### config.mk
export PLATFORM = sky130hd
export DESIGN_NAME = scalar_ar1_kalman_filter_top
export DESIGN_NICKNAME = d
export VERILOG_FILES = /design/src/sv/sakf_pkg.sv /design/src/sv/scalar_ar1_kalman_filter_top.sv /design/src/sv/sakf_ctrl.sv /design/src/sv/sakf_datapath.sv
export SDC_FILE = /design/constraint.sdc
export NUM_CORES = 2
export LEC_CHECK = 0
export ABC_AREA = 1
export BUFFER_PORTS_ARGS = -buffer_cell sky130_fd_sc_hd__buf_2
export CAP_MARGIN = 20
export CORE_ASPECT_RATIO = 0.8
export CORE_MARGIN = 2
export CORE_UTILIZATION = 25
export DETAILED_ROUTE_END_ITERATION = 8
export PLACE_DENSITY = 0.48
export SYNTH_ARGS = -nofsm -noshare
export SYNTH_HDL_FRONTEND = slang
export SYNTH_SLANG_ARGS = --single-unit
### constraint.sdc
create_clock -name clk -period 15 [get_ports clk]
set_input_delay 3 -clock clk [delete_from_list [all_inputs] [get_ports clk]]
set_output_delay 3 -clock clk [all_outputs]
set_load 0.01 [all_outputs]
### src/sv/sakf_pkg.sv
// ============================================================================
// sakf_pkg: shared types and constants of the scalar AR(1) Kalman filter
// Field widths, register indexes, multiplier operand selects, controller
// states and the command/status bundles between controller and datapath.
// ============================================================================
package sakf_pkg;

    // Default data path format: Q16.16
    localparam int DATA_WIDTH_DEF = 32;
    localparam int FRAC_BITS_DEF  = 16;

    // AR coefficient is unsigned Q0.16
    localparam int COEF_BITS = 16;

    // Fixed field widths on the ports
    localparam int FIELD_WIDTH    = 32;
    localparam int CFG_ADDR_WIDTH = 3;
    localparam int CFG_DATA_WIDTH = 32;
    localparam int IN_TDATA_WIDTH  = 2 * FIELD_WIDTH;
    localparam int OUT_TDATA_WIDTH = 4 * FIELD_WIDTH;

    // Configuration register indexes
    typedef enum logic [CFG_ADDR_WIDTH-1:0] {
        REG_AR_COEF    = 3'd0,
        REG_PROC_NOISE = 3'd1,
        REG_OBS_NOISE  = 3'd2,
        REG_BASELINE   = 3'd3,
        REG_INIT_VAR   = 3'd4
    } cfg_index_t;

    // Operand pairs for the shared multiplier
    typedef enum logic [2:0] {
        MUL_NONE,   // hold the product register
        MUL_MG,     // state mean * coefficient
        MUL_GG,     // coefficient * coefficient
        MUL_PG2,    // state variance * squared coefficient
        MUL_EK,     // innovation * gain
        MUL_OK      // observation noise * gain
    } mul_op_t;

    // Controller states
    typedef enum logic [3:0] {
        ST_IDLE,
        ST_MUL_MG,
        ST_MUL_GG,
        ST_MUL_PG2,
        ST_TAKE_R,
        ST_DIV_INIT,
        ST_DIVIDE,
        ST_MUL_EK,
        ST_MUL_OK,
        ST_FINISH
    } state_t;

    // Commands from controller to datapath
    typedef struct packed {
        logic    load_in;    // capture input sample, reload on start flag
        mul_op_t mul_op;     // multiplier operand select
        logic    take_a;     // register predicted mean
        logic    take_r;     // register predicted variance and innovation
        logic    div_init;   // set up gain division
        logic    div_step;   // one quotient bit
        logic    div_first;  // first quotient bit (no shift)
        logic    take_m;     // register filtered mean
        logic    take_p;     // register filtered variance, update state, emit
    } ctrl_cmd_t;

    // Status from datapath to controller
    typedef struct packed {
        logic out_free;      // output register can take a new result
    } dp_status_t;

endpackage

### src/sv/scalar_ar1_kalman_filter_top.sv
// ============================================================================
// scalar_ar1_kalman_filter_top: scalar AR(1) Kalman filter, forward pass
// Predicts a = g*m + drive, R = g*g*P + q, forms K = R/(R + r_obs) and
// updates m = a + K*(y - baseline - a), P = r_obs*K in saturating fixed point.
//
//   channel   direction  handshake            payload
//   s_axis    in         tvalid/tready        tdata {drive, observation}, tuser start
//   m_axis    out        tvalid/tready        tdata {P, m, R, a}, tuser saturated
//   cfg       in         cfg_wr_en            cfg_addr, cfg_wr_data
//
// Between its transfer and the next input transfer, a sample passes through the
// accept step, three shared multiplies, the setup steps, the restoring gain
// divider (one quotient bit per cycle, FRAC_BITS + 1 bits, Q16.16 by default),
// two more shared multiplies and the write-back step.
// The result waits in an output register, so the next sample is taken while
// it is still unread; a stalled output holds the sequencer only at its last step.
// Reset clears the configuration registers and the filter state to zero.
// ============================================================================
module scalar_ar1_kalman_filter_top #(
    parameter int DATA_WIDTH = sakf_pkg::DATA_WIDTH_DEF,
    parameter int FRAC_BITS  = sakf_pkg::FRAC_BITS_DEF
) (
    input  logic                                  clk,
    input  logic                                  rst_n,
    // configuration write port
    input  logic                                  cfg_wr_en,
    input  logic [sakf_pkg::CFG_ADDR_WIDTH-1:0]   cfg_addr,
    input  logic [sakf_pkg::CFG_DATA_WIDTH-1:0]   cfg_wr_data,
    // input samples
    input  logic                                  s_axis_tvalid,
    output logic                                  s_axis_tready,
    input  logic [sakf_pkg::IN_TDATA_WIDTH-1:0]   s_axis_tdata,  // observation, drive_amplitude
    input  logic                                  s_axis_tuser,  // start_of_series
    // filter results
    output logic                                  m_axis_tvalid,
    input  logic                                  m_axis_tready,
    output logic [sakf_pkg::OUT_TDATA_WIDTH-1:0]  m_axis_tdata,  // predicted_mean,
                                                                 // predicted_variance,
                                                                 // filtered_mean,
                                                                 // filtered_variance
    output logic                                  m_axis_tuser   // saturated
);

    sakf_pkg::ctrl_cmd_t  cmd;
    sakf_pkg::dp_status_t status;

    // Sequencer
    sakf_ctrl #(
        .FRAC_BITS (FRAC_BITS)
    ) u_ctrl (
        .clk           (clk),
        .rst_n         (rst_n),
        .s_axis_tvalid (s_axis_tvalid),
        .s_axis_tready (s_axis_tready),
        .status        (status),
        .cmd           (cmd)
    );

    // Arithmetic and storage
    sakf_datapath #(
        .DATA_WIDTH (DATA_WIDTH),
        .FRAC_BITS  (FRAC_BITS)
    ) u_datapath (
        .clk           (clk),
        .rst_n         (rst_n),
        .cfg_wr_en     (cfg_wr_en),
        .cfg_addr      (cfg_addr),
        .cfg_wr_data   (cfg_wr_data),
        .s_axis_tdata  (s_axis_tdata),
        .s_axis_tuser  (s_axis_tuser),
        .m_axis_tvalid (m_axis_tvalid),
        .m_axis_tready (m_axis_tready),
        .m_axis_tdata  (m_axis_tdata),
        .m_axis_tuser  (m_axis_tuser),
        .cmd           (cmd),
        .status        (status)
    );

endmodule

### src/sv/sakf_ctrl.sv
// ============================================================================
// sakf_ctrl: sequencer of the scalar AR(1) Kalman filter
// Steps one sample through prediction, gain division and update, issuing
// one datapath command per cycle while it is not waiting for an input sample or a free output register.
// ============================================================================
module sakf_ctrl #(
    parameter int FRAC_BITS = sakf_pkg::FRAC_BITS_DEF
) (
    input  logic                  clk,
    input  logic                  rst_n,
    input  logic                  s_axis_tvalid,
    output logic                  s_axis_tready,
    input  sakf_pkg::dp_status_t  status,
    output sakf_pkg::ctrl_cmd_t   cmd
);

    localparam int CNT_W = $clog2(FRAC_BITS + 1);

    sakf_pkg::state_t state_reg;
    sakf_pkg::state_t state_next;
    logic [CNT_W-1:0] div_cnt_reg;
    logic [CNT_W-1:0] div_cnt_next;

    // State and quotient bit counter
    always_ff @(posedge clk or negedge rst_n)
    begin
        if (!rst_n)
        begin
            state_reg   <= sakf_pkg::ST_IDLE;
            div_cnt_reg <= '0;
        end
        else
        begin
            state_reg   <= state_next;
            div_cnt_reg <= div_cnt_next;
        end
    end

    // Next state and commands
    always_comb
    begin
        state_next    = state_reg;
        div_cnt_next  = div_cnt_reg;
        s_axis_tready = 1'b0;
        cmd           = '0;
        cmd.mul_op    = sakf_pkg::MUL_NONE;

        case (state_reg)
            sakf_pkg::ST_IDLE:
            begin
                s_axis_tready = 1'b1;
                if (s_axis_tvalid)
                begin
                    cmd.load_in = 1'b1;
                    state_next  = sakf_pkg::ST_MUL_MG;
                end
            end
            sakf_pkg::ST_MUL_MG:
            begin
                cmd.mul_op = sakf_pkg::MUL_MG;
                state_next = sakf_pkg::ST_MUL_GG;
            end
            sakf_pkg::ST_MUL_GG:
            begin
                cmd.take_a = 1'b1;
                cmd.mul_op = sakf_pkg::MUL_GG;
                state_next = sakf_pkg::ST_MUL_PG2;
            end
            sakf_pkg::ST_MUL_PG2:
            begin
                cmd.mul_op = sakf_pkg::MUL_PG2;
                state_next = sakf_pkg::ST_TAKE_R;
            end
            sakf_pkg::ST_TAKE_R:
            begin
                cmd.take_r = 1'b1;
                state_next = sakf_pkg::ST_DIV_INIT;
            end
            sakf_pkg::ST_DIV_INIT:
            begin
                cmd.div_init = 1'b1;
                div_cnt_next = '0;
                state_next   = sakf_pkg::ST_DIVIDE;
            end
            sakf_pkg::ST_DIVIDE:
            begin
                cmd.div_step  = 1'b1;
                cmd.div_first = (div_cnt_reg == '0);
                div_cnt_next  = div_cnt_reg + 1'b1;
                if (div_cnt_reg == CNT_W'(FRAC_BITS))
                begin
                    state_next = sakf_pkg::ST_MUL_EK;
                end
            end
            sakf_pkg::ST_MUL_EK:
            begin
                cmd.mul_op = sakf_pkg::MUL_EK;
                state_next = sakf_pkg::ST_MUL_OK;
            end
            sakf_pkg::ST_MUL_OK:
            begin
                cmd.take_m = 1'b1;
                cmd.mul_op = sakf_pkg::MUL_OK;
                state_next = sakf_pkg::ST_FINISH;
            end
            sakf_pkg::ST_FINISH:
            begin
                // hold until the output register is free
                if (status.out_free)
                begin
                    cmd.take_p = 1'b1;
                    state_next = sakf_pkg::ST_IDLE;
                end
            end
            default:
            begin
                state_next = sakf_pkg::ST_IDLE;
            end
        endcase
    end

endmodule

### src/sv/sakf_datapath.sv
// ============================================================================
// sakf_datapath: arithmetic of the scalar AR(1) Kalman filter
// Configuration registers, filter state, one shared registered multiplier,
// a restoring gain divider, saturation logic and the output register.
// ============================================================================
module sakf_datapath #(
    parameter int DATA_WIDTH = sakf_pkg::DATA_WIDTH_DEF,
    parameter int FRAC_BITS  = sakf_pkg::FRAC_BITS_DEF
) (
    input  logic                                  clk,
    input  logic                                  rst_n,
    // configuration
    input  logic                                  cfg_wr_en,
    input  logic [sakf_pkg::CFG_ADDR_WIDTH-1:0]   cfg_addr,
    input  logic [sakf_pkg::CFG_DATA_WIDTH-1:0]   cfg_wr_data,
    // input payload
    input  logic [sakf_pkg::IN_TDATA_WIDTH-1:0]   s_axis_tdata,
    input  logic                                  s_axis_tuser,
    // output channel
    output logic                                  m_axis_tvalid,
    input  logic                                  m_axis_tready,
    output logic [sakf_pkg::OUT_TDATA_WIDTH-1:0]  m_axis_tdata,
    output logic                                  m_axis_tuser,
    // controller link
    input  sakf_pkg::ctrl_cmd_t                   cmd,
    output sakf_pkg::dp_status_t                  status
);

    localparam int W   = DATA_WIDTH;
    localparam int F   = FRAC_BITS;
    localparam int CW  = sakf_pkg::COEF_BITS;
    localparam int FW  = sakf_pkg::FIELD_WIDTH;
    localparam int XW  = (W > FW) ? W : FW;               // wide view of W-bit values
    localparam int EW  = XW + 2;                          // innovation, multiplier A
    localparam int KW  = F + 1;                           // gain in [0, 1]
    localparam int BW  = ((CW > KW) ? CW : KW) + 1;       // multiplier B, signed
    localparam int PW  = EW + BW;                         // product
    localparam int SW  = PW + 1;                          // sums before saturation
    localparam int DW  = XW + 1;                          // gain denominator
    localparam int RW  = XW + 2;                          // divider remainder

    localparam logic signed [SW-1:0] SMAX = {{(SW-W+1){1'b0}}, {(W-1){1'b1}}};
    localparam logic signed [SW-1:0] SMIN = {{(SW-W+1){1'b1}}, {(W-1){1'b0}}};
    localparam logic signed [SW-1:0] UMAX = {{(SW-W){1'b0}}, {W{1'b1}}};
    localparam logic [XW-1:0]        UMAX_X = XW'({W{1'b1}});

    // Configuration registers
    logic [CW-1:0]        ar_coef_reg;
    logic [FW-1:0]        proc_noise_reg;
    logic [FW-1:0]        obs_noise_reg;
    logic signed [FW-1:0] baseline_reg;
    logic [FW-1:0]        init_var_reg;

    // Filter state
    logic signed [W-1:0]  mean_state_reg;
    logic [W-1:0]         var_state_reg;

    // Working registers
    logic signed [FW-1:0] obs_reg;
    logic [FW-1:0]        drive_reg;
    logic signed [PW-1:0] prod_reg;
    logic signed [W-1:0]  a_reg;
    logic [W-1:0]         r_reg;
    logic signed [EW-1:0] e_reg;
    logic signed [W-1:0]  m_reg;
    logic [DW-1:0]        den_reg;
    logic                 den_zero_reg;
    logic [RW-1:0]        rem_reg;
    logic [KW-1:0]        q_reg;
    logic                 flag_reg;

    // Output register
    logic                 out_valid_reg;
    logic [sakf_pkg::OUT_TDATA_WIDTH-1:0] out_data_reg;
    logic                 out_sat_reg;

    // Combinational values
    logic signed [EW-1:0] mul_a;
    logic signed [BW-1:0] mul_b;
    logic signed [PW-1:0] prod;
    logic [XW-1:0]        iv_x;
    logic                 iv_ovf;
    logic [W-1:0]         iv_sat;
    logic signed [SW-1:0] a_sum;
    logic                 a_ovf;
    logic signed [W-1:0]  a_sat;
    logic signed [SW-1:0] r_sum;
    logic                 r_ovf;
    logic [W-1:0]         r_sat;
    logic signed [EW-1:0] e_val;
    logic [DW-1:0]        den_val;
    logic [RW-1:0]        trial;
    logic                 trial_ge;
    logic [KW-1:0]        gain;
    logic signed [SW-1:0] m_sum;
    logic                 m_ovf;
    logic signed [W-1:0]  m_sat;
    logic signed [SW-1:0] p_sum;
    logic                 p_ovf;
    logic [W-1:0]         p_sat;
    logic signed [XW-1:0] a_x;
    logic [XW-1:0]        r_x;
    logic signed [XW-1:0] m_x;
    logic [XW-1:0]        p_x;

    // Gain is zero when the denominator is zero
    assign gain = den_zero_reg ? '0 : q_reg;

    // Shared multiplier operand select
    always_comb
    begin
        mul_a = '0;
        mul_b = '0;
        case (cmd.mul_op)
            sakf_pkg::MUL_MG:
            begin
                mul_a = EW'(mean_state_reg);
                mul_b = BW'(ar_coef_reg);
            end
            sakf_pkg::MUL_GG:
            begin
                mul_a = EW'(ar_coef_reg);
                mul_b = BW'(ar_coef_reg);
            end
            sakf_pkg::MUL_PG2:
            begin
                mul_a = EW'(var_state_reg);
                mul_b = BW'(prod_reg[2*CW-1:CW]);
            end
            sakf_pkg::MUL_EK:
            begin
                mul_a = e_reg;
                mul_b = BW'(gain);
            end
            sakf_pkg::MUL_OK:
            begin
                mul_a = EW'(obs_noise_reg);
                mul_b = BW'(gain);
            end
            default:
            begin
                mul_a = '0;
                mul_b = '0;
            end
        endcase
    end

    assign prod = mul_a * mul_b;

    // Initial variance clipped to the data range
    assign iv_x   = XW'(init_var_reg);
    assign iv_ovf = iv_x > UMAX_X;
    assign iv_sat = iv_ovf ? {W{1'b1}} : iv_x[W-1:0];

    // Predicted mean: floor(m * g) + drive
    assign a_sum = SW'(prod_reg >>> CW) + SW'($signed({1'b0, drive_reg}));
    always_comb
    begin
        a_ovf = 1'b1;
        if (a_sum > SMAX)
        begin
            a_sat = SMAX[W-1:0];
        end
        else if (a_sum < SMIN)
        begin
            a_sat = SMIN[W-1:0];
        end
        else
        begin
            a_sat = a_sum[W-1:0];
            a_ovf = 1'b0;
        end
    end

    // Predicted variance: floor(g2 * P) + process noise
    assign r_sum = SW'(prod_reg >>> CW) + SW'($signed({1'b0, proc_noise_reg}));
    assign r_ovf = r_sum > UMAX;
    assign r_sat = r_ovf ? {W{1'b1}} : r_sum[W-1:0];

    // Innovation at full precision
    assign e_val = EW'(obs_reg) - EW'(baseline_reg) - EW'(a_reg);

    // Gain denominator and one restoring divider step
    assign den_val  = DW'(r_reg) + DW'(obs_noise_reg);
    assign trial    = cmd.div_first ? rem_reg : (rem_reg << 1);
    assign trial_ge = trial >= RW'(den_reg);

    // Filtered mean: a + floor(e * K)
    assign m_sum = SW'(a_reg) + SW'(prod_reg >>> F);
    always_comb
    begin
        m_ovf = 1'b1;
        if (m_sum > SMAX)
        begin
            m_sat = SMAX[W-1:0];
        end
        else if (m_sum < SMIN)
        begin
            m_sat = SMIN[W-1:0];
        end
        else
        begin
            m_sat = m_sum[W-1:0];
            m_ovf = 1'b0;
        end
    end

    // Filtered variance: floor(obs noise * K)
    assign p_sum = SW'(prod_reg >>> F);
    assign p_ovf = p_sum > UMAX;
    assign p_sat = p_ovf ? {W{1'b1}} : p_sum[W-1:0];

    // Extend results, then keep the low field bits
    assign a_x = XW'(a_reg);
    assign r_x = XW'(r_reg);
    assign m_x = XW'(m_reg);
    assign p_x = XW'(p_sat);

    assign status.out_free = !out_valid_reg || m_axis_tready;

    // Configuration writes
    always_ff @(posedge clk or negedge rst_n)
    begin
        if (!rst_n)
        begin
            ar_coef_reg    <= '0;
            proc_noise_reg <= '0;
            obs_noise_reg  <= '0;
            baseline_reg   <= '0;
            init_var_reg   <= '0;
        end
        else if (cfg_wr_en)
        begin
            case (cfg_addr)
                sakf_pkg::REG_AR_COEF:    ar_coef_reg    <= cfg_wr_data[CW-1:0];
                sakf_pkg::REG_PROC_NOISE: proc_noise_reg <= cfg_wr_data;
                sakf_pkg::REG_OBS_NOISE:  obs_noise_reg  <= cfg_wr_data;
                sakf_pkg::REG_BASELINE:   baseline_reg   <= $signed(cfg_wr_data);
                sakf_pkg::REG_INIT_VAR:   init_var_reg   <= cfg_wr_data;
                default:                  ;
            endcase
        end
    end

    // Filter state and output valid
    always_ff @(posedge clk or negedge rst_n)
    begin
        if (!rst_n)
        begin
            mean_state_reg <= '0;
            var_state_reg  <= '0;
            out_valid_reg  <= 1'b0;
        end
        else
        begin
            if (cmd.load_in && s_axis_tuser)
            begin
                mean_state_reg <= '0;
                var_state_reg  <= iv_sat;
            end
            else if (cmd.take_p)
            begin
                mean_state_reg <= m_reg;
                var_state_reg  <= p_sat;
            end

            if (cmd.take_p)
            begin
                out_valid_reg <= 1'b1;
            end
            else if (m_axis_tready)
            begin
                out_valid_reg <= 1'b0;
            end
        end
    end

    // Working registers
    always_ff @(posedge clk)
    begin
        if (cmd.load_in)
        begin
            obs_reg   <= $signed(s_axis_tdata[FW-1:0]);
            drive_reg <= s_axis_tdata[2*FW-1:FW];
            flag_reg  <= s_axis_tuser && iv_ovf;
        end

        if (cmd.mul_op != sakf_pkg::MUL_NONE)
        begin
            prod_reg <= prod;
        end

        if (cmd.take_a)
        begin
            a_reg    <= a_sat;
            flag_reg <= flag_reg | a_ovf;
        end

        if (cmd.take_r)
        begin
            r_reg    <= r_sat;
            e_reg    <= e_val;
            flag_reg <= flag_reg | r_ovf;
        end

        if (cmd.div_init)
        begin
            den_reg      <= den_val;
            den_zero_reg <= (den_val == '0);
            rem_reg      <= RW'(r_reg);
            q_reg        <= '0;
        end

        // advance the quotient by one bit
        if (cmd.div_step)
        begin
            rem_reg <= trial_ge ? (trial - RW'(den_reg)) : trial;
            q_reg   <= {q_reg[KW-2:0], trial_ge};
        end

        if (cmd.take_m)
        begin
            m_reg    <= m_sat;
            flag_reg <= flag_reg | m_ovf;
        end

        if (cmd.take_p)
        begin
            out_data_reg <= {p_x[FW-1:0], m_x[FW-1:0], r_x[FW-1:0], a_x[FW-1:0]};
            out_sat_reg  <= flag_reg | p_ovf;
        end
    end

    assign m_axis_tvalid = out_valid_reg;
    assign m_axis_tdata  = out_data_reg;
    assign m_axis_tuser  = out_sat_reg;

endmodule
# Word level (Yosys, flattened, before mapping)
# Index checks and enable logic that the tools add are counted.
# word_totals
out_inout_bits,131
elab_cells,132
in_bits,105
ff_bits,679
# classes
add_sub_neg,8
muxes,43
bitwise_logic,4
n_reduce_logical,22
eq_ne,22
magnitude_cmp,8
n_mul,1
# ops
op,count
$mux W32,8
$pmux W34 S5,1
$mux W34,4
$gt A53 B32 Y1 const B,2
$lt A53 B32 Y1 const B,2
$add A36 B33 Y37,2
$gt A53 B33 Y1 const B,1
$mul A34 B18 Y52,1
$mux W17,3
$pmux W17 S3,1
$pmux W4 S10,1
$add A32 B36 Y37,1
$gt A36 B33 Y1 const B,1
$ge A34 B33 Y1,1
$sub A33 B32 Y34,1
$sub A34 B33 Y34,1
$add A32 B32 Y33,1
$logic_not A33 Y1,1
$sub A32 B32 Y33,1
$gt A32 B32 Y1 const B,1
$mux W1,19
$eq A4 B3 Y1 const B,4
$pmux W3 S5,1
$eq A3 B2 Y1 const B,4
other kinds (25),45

# Longest topological paths before layout
# depth
ltp_word,8
depth_mapped,36
mapped_depth_nobuf,34

# By module
# A second synthesis with hierarchy kept.
# unflattened
cells_unflattened,6747
hier_area_um2,58117.0
# by_module_without_submodules
mod,cells_each,seq_area_each_um2,n_inst,area_per_inst_um2
sakf_datapath,6666,18592.8,1,57480.1
sakf_ctrl,81,225.2,1,636.9

# Least setup slack after synthesis
# No wires, ideal clock.
# synth_timing
path_type,input -> register
startpoint,in m_axis_tready
endpoint,"reg u_datapath.out_data_reg (netlist bit u_datapath.m_axis_tdata[0]), enable pin"
stages,4
arrival_ns,7.144
n_path_buf,2
required_ns,14.457
slack_ns,7.313
setup_ns,0.543
cell_sequence,nor2_1 > nor2_1 > clkbuf_1 > buf_1
# synth_rtl
item,line_no,text
start: declaration,scalar_ar1_kalman_filter_top.sv:36,"input logic m_axis_tready,"
end signal: assignment,sakf_datapath.sv:329,"out_data_reg <= {p_x[FW-1:0], m_x[FW-1:0], r_x[FW-1:0], a_x[FW-1:0]};"
end: declaration,sakf_datapath.sv:74,logic [sakf_pkg::OUT_TDATA_WIDTH-1:0] out_data_reg;

# Worst setup path in the final report
# layout_timing
startpoint,reg u_ctrl.state_reg[0]
endpoint,reg u_datapath.prod_reg[30] (data pin)
# layout_via
elab_chain_cells,6
elab_cells_between_ends,16
# layout_lines
item,line_no,text
start: declaration,sakf_ctrl.sv:19,sakf_pkg::state_t state_reg;
start signal: assignment,sakf_ctrl.sv:29,state_reg <= sakf_pkg::ST_IDLE;
start signal: assignment,sakf_ctrl.sv:34,state_reg <= state_next;
"$eq A4 B4 Y1, or another cell as far along",sakf_ctrl.sv:48,case (state_reg)
$pmux W3 S5 (*),sakf_ctrl.sv:48,
"$eq A3 B3 Y1, or another cell as far along",sakf_datapath.sv:114,case (cmd.mul_op)
$reduce_or A2 Y1 (no source line),n/a,
$pmux W17 S3,sakf_datapath.sv:114,
$mul A34 B18 Y52 (*),sakf_datapath.sv:148,assign prod = mul_a * mul_b;
via u_datapath.prod[30],sakf_datapath.sv:80,logic signed [PW-1:0] prod;
end signal: assignment,sakf_datapath.sv:290,prod_reg <= prod;
end: declaration,sakf_datapath.sv:61,logic signed [PW-1:0] prod_reg;
# Mark *: on every way through the listed nets, which the timed path passes. The rest lies on a longest branch.
# A chain may end at the register's enable or synchronous reset.

==> metrics.md <==
| Metric | Value |
|---|---|
| Yosys warns | `0` |
| Vias in the first global route | `48100` |
| Seq/Total Area, Yosys | `32.1%` |
| Placed instance area | `0.0634 mm^2` |
| Hold Vio Cnt, Final | `0` |
| Setup violators final | `0` |
| RR Endpoint | `u_datapath.prod_reg[30]` |
| Routed len/inst | `23.0 um` |
| Slew @ Worst Pin | `1.25 ns` |
| # Max-Cap Violations | `0` |
| Pins Over Slew Limit | `0` |
| PD cells | `221 mW/mm^2` |
| Chip Height | `437 um` |
| Syn avg cell area | `8.49 um^2` |
| CTS tree | `yes` |
| Crit path to | `u_datapath.prod_reg[30]` |
| RePlAce Congestion | `0.953` |
| Iteration-0 DRC Markers | `4569` |
| Post-synth top area cell | `edfxtp_1` |
| # IOs | `236` |
| Clock power frac | `13.9%` |
| Initial core utilization | `25.2%` |
| Crit. Startpoint | `u_ctrl.state_reg[0]` |
| DRT Pass-1 Iters | `6` |
| Vias per cell | `4.70` |
| Status | `complete, no violations` |
| Die W | `545 um` |
| Synthesized net count | `7919` |
| Worst r2r src | `u_ctrl.state_reg[0]` |
| First-pass GRT wire length | `342000 um` |
| Initial antenna violation count | `18` |
| # rows | `158` |
| Clock buffer depth | `3` |
| Crit path launch type | `register` |
| Seq pwr share | `22.8%` |
| RSZ-0062 raised after global routing | `no` |
| Setup crit end kind | `register` |
| Area Growth Syn to Fin | `12.7%` |
| Setup TNS | `0 ns` |
| CTS H-tree lvls | `3` |
| Netlist cell types | `64` |
| Post-CTS Setup Bufs | `0` |
| DR vias | `48500` |
| Synth Cell Area | `0.0586 mm^2` |
| GR Util All Layers | `19.6%` |
| Arr. time, crit path | `10.54 ns` |
| Total power | `14.6 mW` |
| NetSw | `7.97 mW` |
| Peak Freq | `100 MHz` |
| CTS clock-pin slew for the worst setup and hold paths | `0.07 ns` |
| Hold buffer count at cts | `0` |
| Yosys reg bits | `663` |
| Post-DRT Antenna Nets | `0` |
| Crit Path Category | `register to register` |
| Design area | `0.0661 mm^2` |
| Worst hold-check path type | `register to register` |
| Die ar. | `0.238 mm^2` |
| Max rail drop VDD | `133 uV` |
| Grt ovf | `0` |
| Final WL | `237000 um` |
| Internal Power | `6.66 mW` |
| Num CTS Buffers | `80` |
| HPWL after DPL | `192000 um` |
| Most common cell after layout, fill and taps aside | `nand2_1` |
| CP Max Fanout | `31` |
| Max reg flops | `128` |
| Layout cell share with drive strength beyond 1 | `8.00%` |
| Most frequent cells in the layout | `1556 x nand2_1, 1304 x inv_1, 705 x nor2_1` |
| Clock Latency Late Sink | `0.71 ns` |
| Static leakage | `30.8 nW` |
| Post-CTS Resized | `0` |
| Sw Share | `54.5%` |
| Drt drc | `0` |
| Slew HR | `15.9%` |
| Final nets | `8121` |
| R2R cell count | `26` |
| Largest net degree at the start of global routing | `126` |
| Synth area leaders | `edfxtp_1 23%, fa_1 20%, nand2_1 10%` |
| Fillers | `25200` |
| Syn Inst Count | `6907` |
| Critical Path RT | `15.56 ns` |
| Combinational group share of total power | `63.3%` |
| CTS root buffer | `clkbuf_16` |
| Min cycle time layout | `9.99 ns` |
| Core area | `0.232 mm^2` |
| Port-buffer cells | `235` |
| CTS Sinks | `663` |
| Synth top area share | `22.8%` |
| Reg2reg setup slack | `5.01 ns` |
| Final worst path period share | `66.6%` |
| Post-Route Skew | `0.0435 ns` |
==> stage by stage <==
stage / hold WS [ns] / util (%) / worst slack [ns] / std cells
detailed placement: 0.437 / 27.3 / 5.40 / 10100
global route: 0.461 / 28.4 / 4.71 / 10300
global placement: 0.441 / 27.3 / 5.36 / 10100
finish: 0.453 / 28.4 / 5.01 / 10300
floorplan: 0.427 / - / 7.31 / 6907
CTS: 0.453 / 28.4 / 5.36 / 10300
==> critical path, cell delays in order (launching register included) <==
cell,delay [ns]
dfrtp_1,0.43
nor2_1,0.41
nand2_1,0.20
inv_2,0.46
nor2_2,0.19
nor2_4,0.41
a22oi_1,0.13
o21a_1,0.37
inv_2,0.69
nand2_1,0.18
fa_1,0.57
inv_1,0.06
fa_1,0.51
fa_1,0.47
fa_1,0.56
fa_1,0.55
fa_1,0.51
ha_1,0.42
nand2_1,0.16
nor2_1,0.26
nand4_1,0.20
nor4_1,0.98
a21oi_1,0.28
o21ai_0,0.44
nand2_1,0.11
nand2_1,0.09
xor2_1,0.17
==> layer usage <==
layer	wire, um	share of wire (%)	up-vias	track usage, %
li1	-	-	22200	-
met1	111000	47	24300	28.5
met2	103000	44	1648	29.8
met3	16400	6.9	232	3.44
met4	6790	2.9	0	5.46
met5	0	0	-	0
==> kinds of logic after synthesis <==
group           share of synthesized area (%)
xor+xnor                                 2.82
fa+ha+maj                                26.9
buf+inv                                  10.2
simple gates                             18.1
flops                                    32.1
compound gates                           9.97
==> synth_stat cells, drive strengths merged <==
| master | n |
|---|---|
| xor2 | 114 |
| a21o | 24 |
| nand2 | 1574 |
| o21ai | 407 |
| a211oi | 1 |
| dfrtp | 218 |
| o31ai | 7 |
| a21oi | 326 |
| nand3 | 171 |
| nor3 | 53 |
| a311oi | 2 |
| and3 | 4 |
| and2 | 12 |
| nand4 | 40 |
| a22oi | 13 |
| or2 | 13 |
| buf | 98 |
| ha | 321 |
| o211a | 1 |
| o2111ai | 4 |
| clkbuf | 83 |
| a22o | 15 |
| o22ai | 31 |
| nor4 | 18 |
| xnor2 | 75 |
| o211ai | 27 |
| o21a | 26 |
| a31oi | 72 |
| a221oi | 9 |
| a32o | 6 |
| a31o | 1 |
| nand3b | 10 |
| a21boi | 6 |
| o21bai | 29 |
| fa | 586 |
| o221ai | 3 |
| nor2 | 720 |
| clkinv | 8 |
| edfxtp | 445 |
| inv | 1334 |
==> power groups by stage <==
stage / Combinational (mW) / Clock [mW] / Sequential (mW)
5_1_grt: 10.2 / 2.16 / 3.35
3_3_place_gp: 9.09 / 0 / 3.36
4_1_cts: 9.16 / 2.09 / 3.33
2_1_floorplan: 6.11 / 0 / 3.00
3_5_place_dp: 9.10 / 0 / 3.36
6_report: 9.26 / 2.04 / 3.33
==> layout make-up <==
type	instances	area, um^2	area share (%)
clock buffer	104	2170	3.29
multi-input combinational	4721	33900	51.3
antenna	6	15.0	0.0227
timing repair buffer	301	1710	2.58
inverter	1342	5040	7.62
tap	3120	3900	5.91
sequential	663	18800	28.5
clock inverter	45	499	0.755
==> worst min path at each step <==
stage,start,to,cells after the start
floorplan,u_datapath.m_reg[0],u_datapath.m_axis_tdata[64],0
global placement,u_datapath.m_reg[13],u_datapath.m_axis_tdata[77],0
detailed placement,u_datapath.m_reg[13],u_datapath.m_axis_tdata[77],0
CTS,u_datapath.m_reg[13],u_datapath.m_axis_tdata[77],0
global route,u_datapath.m_reg[13],u_datapath.m_axis_tdata[77],0
finish,u_datapath.m_reg[13],u_datapath.m_axis_tdata[77],0
No activity file was read; power rests on OpenSTA's default activity.
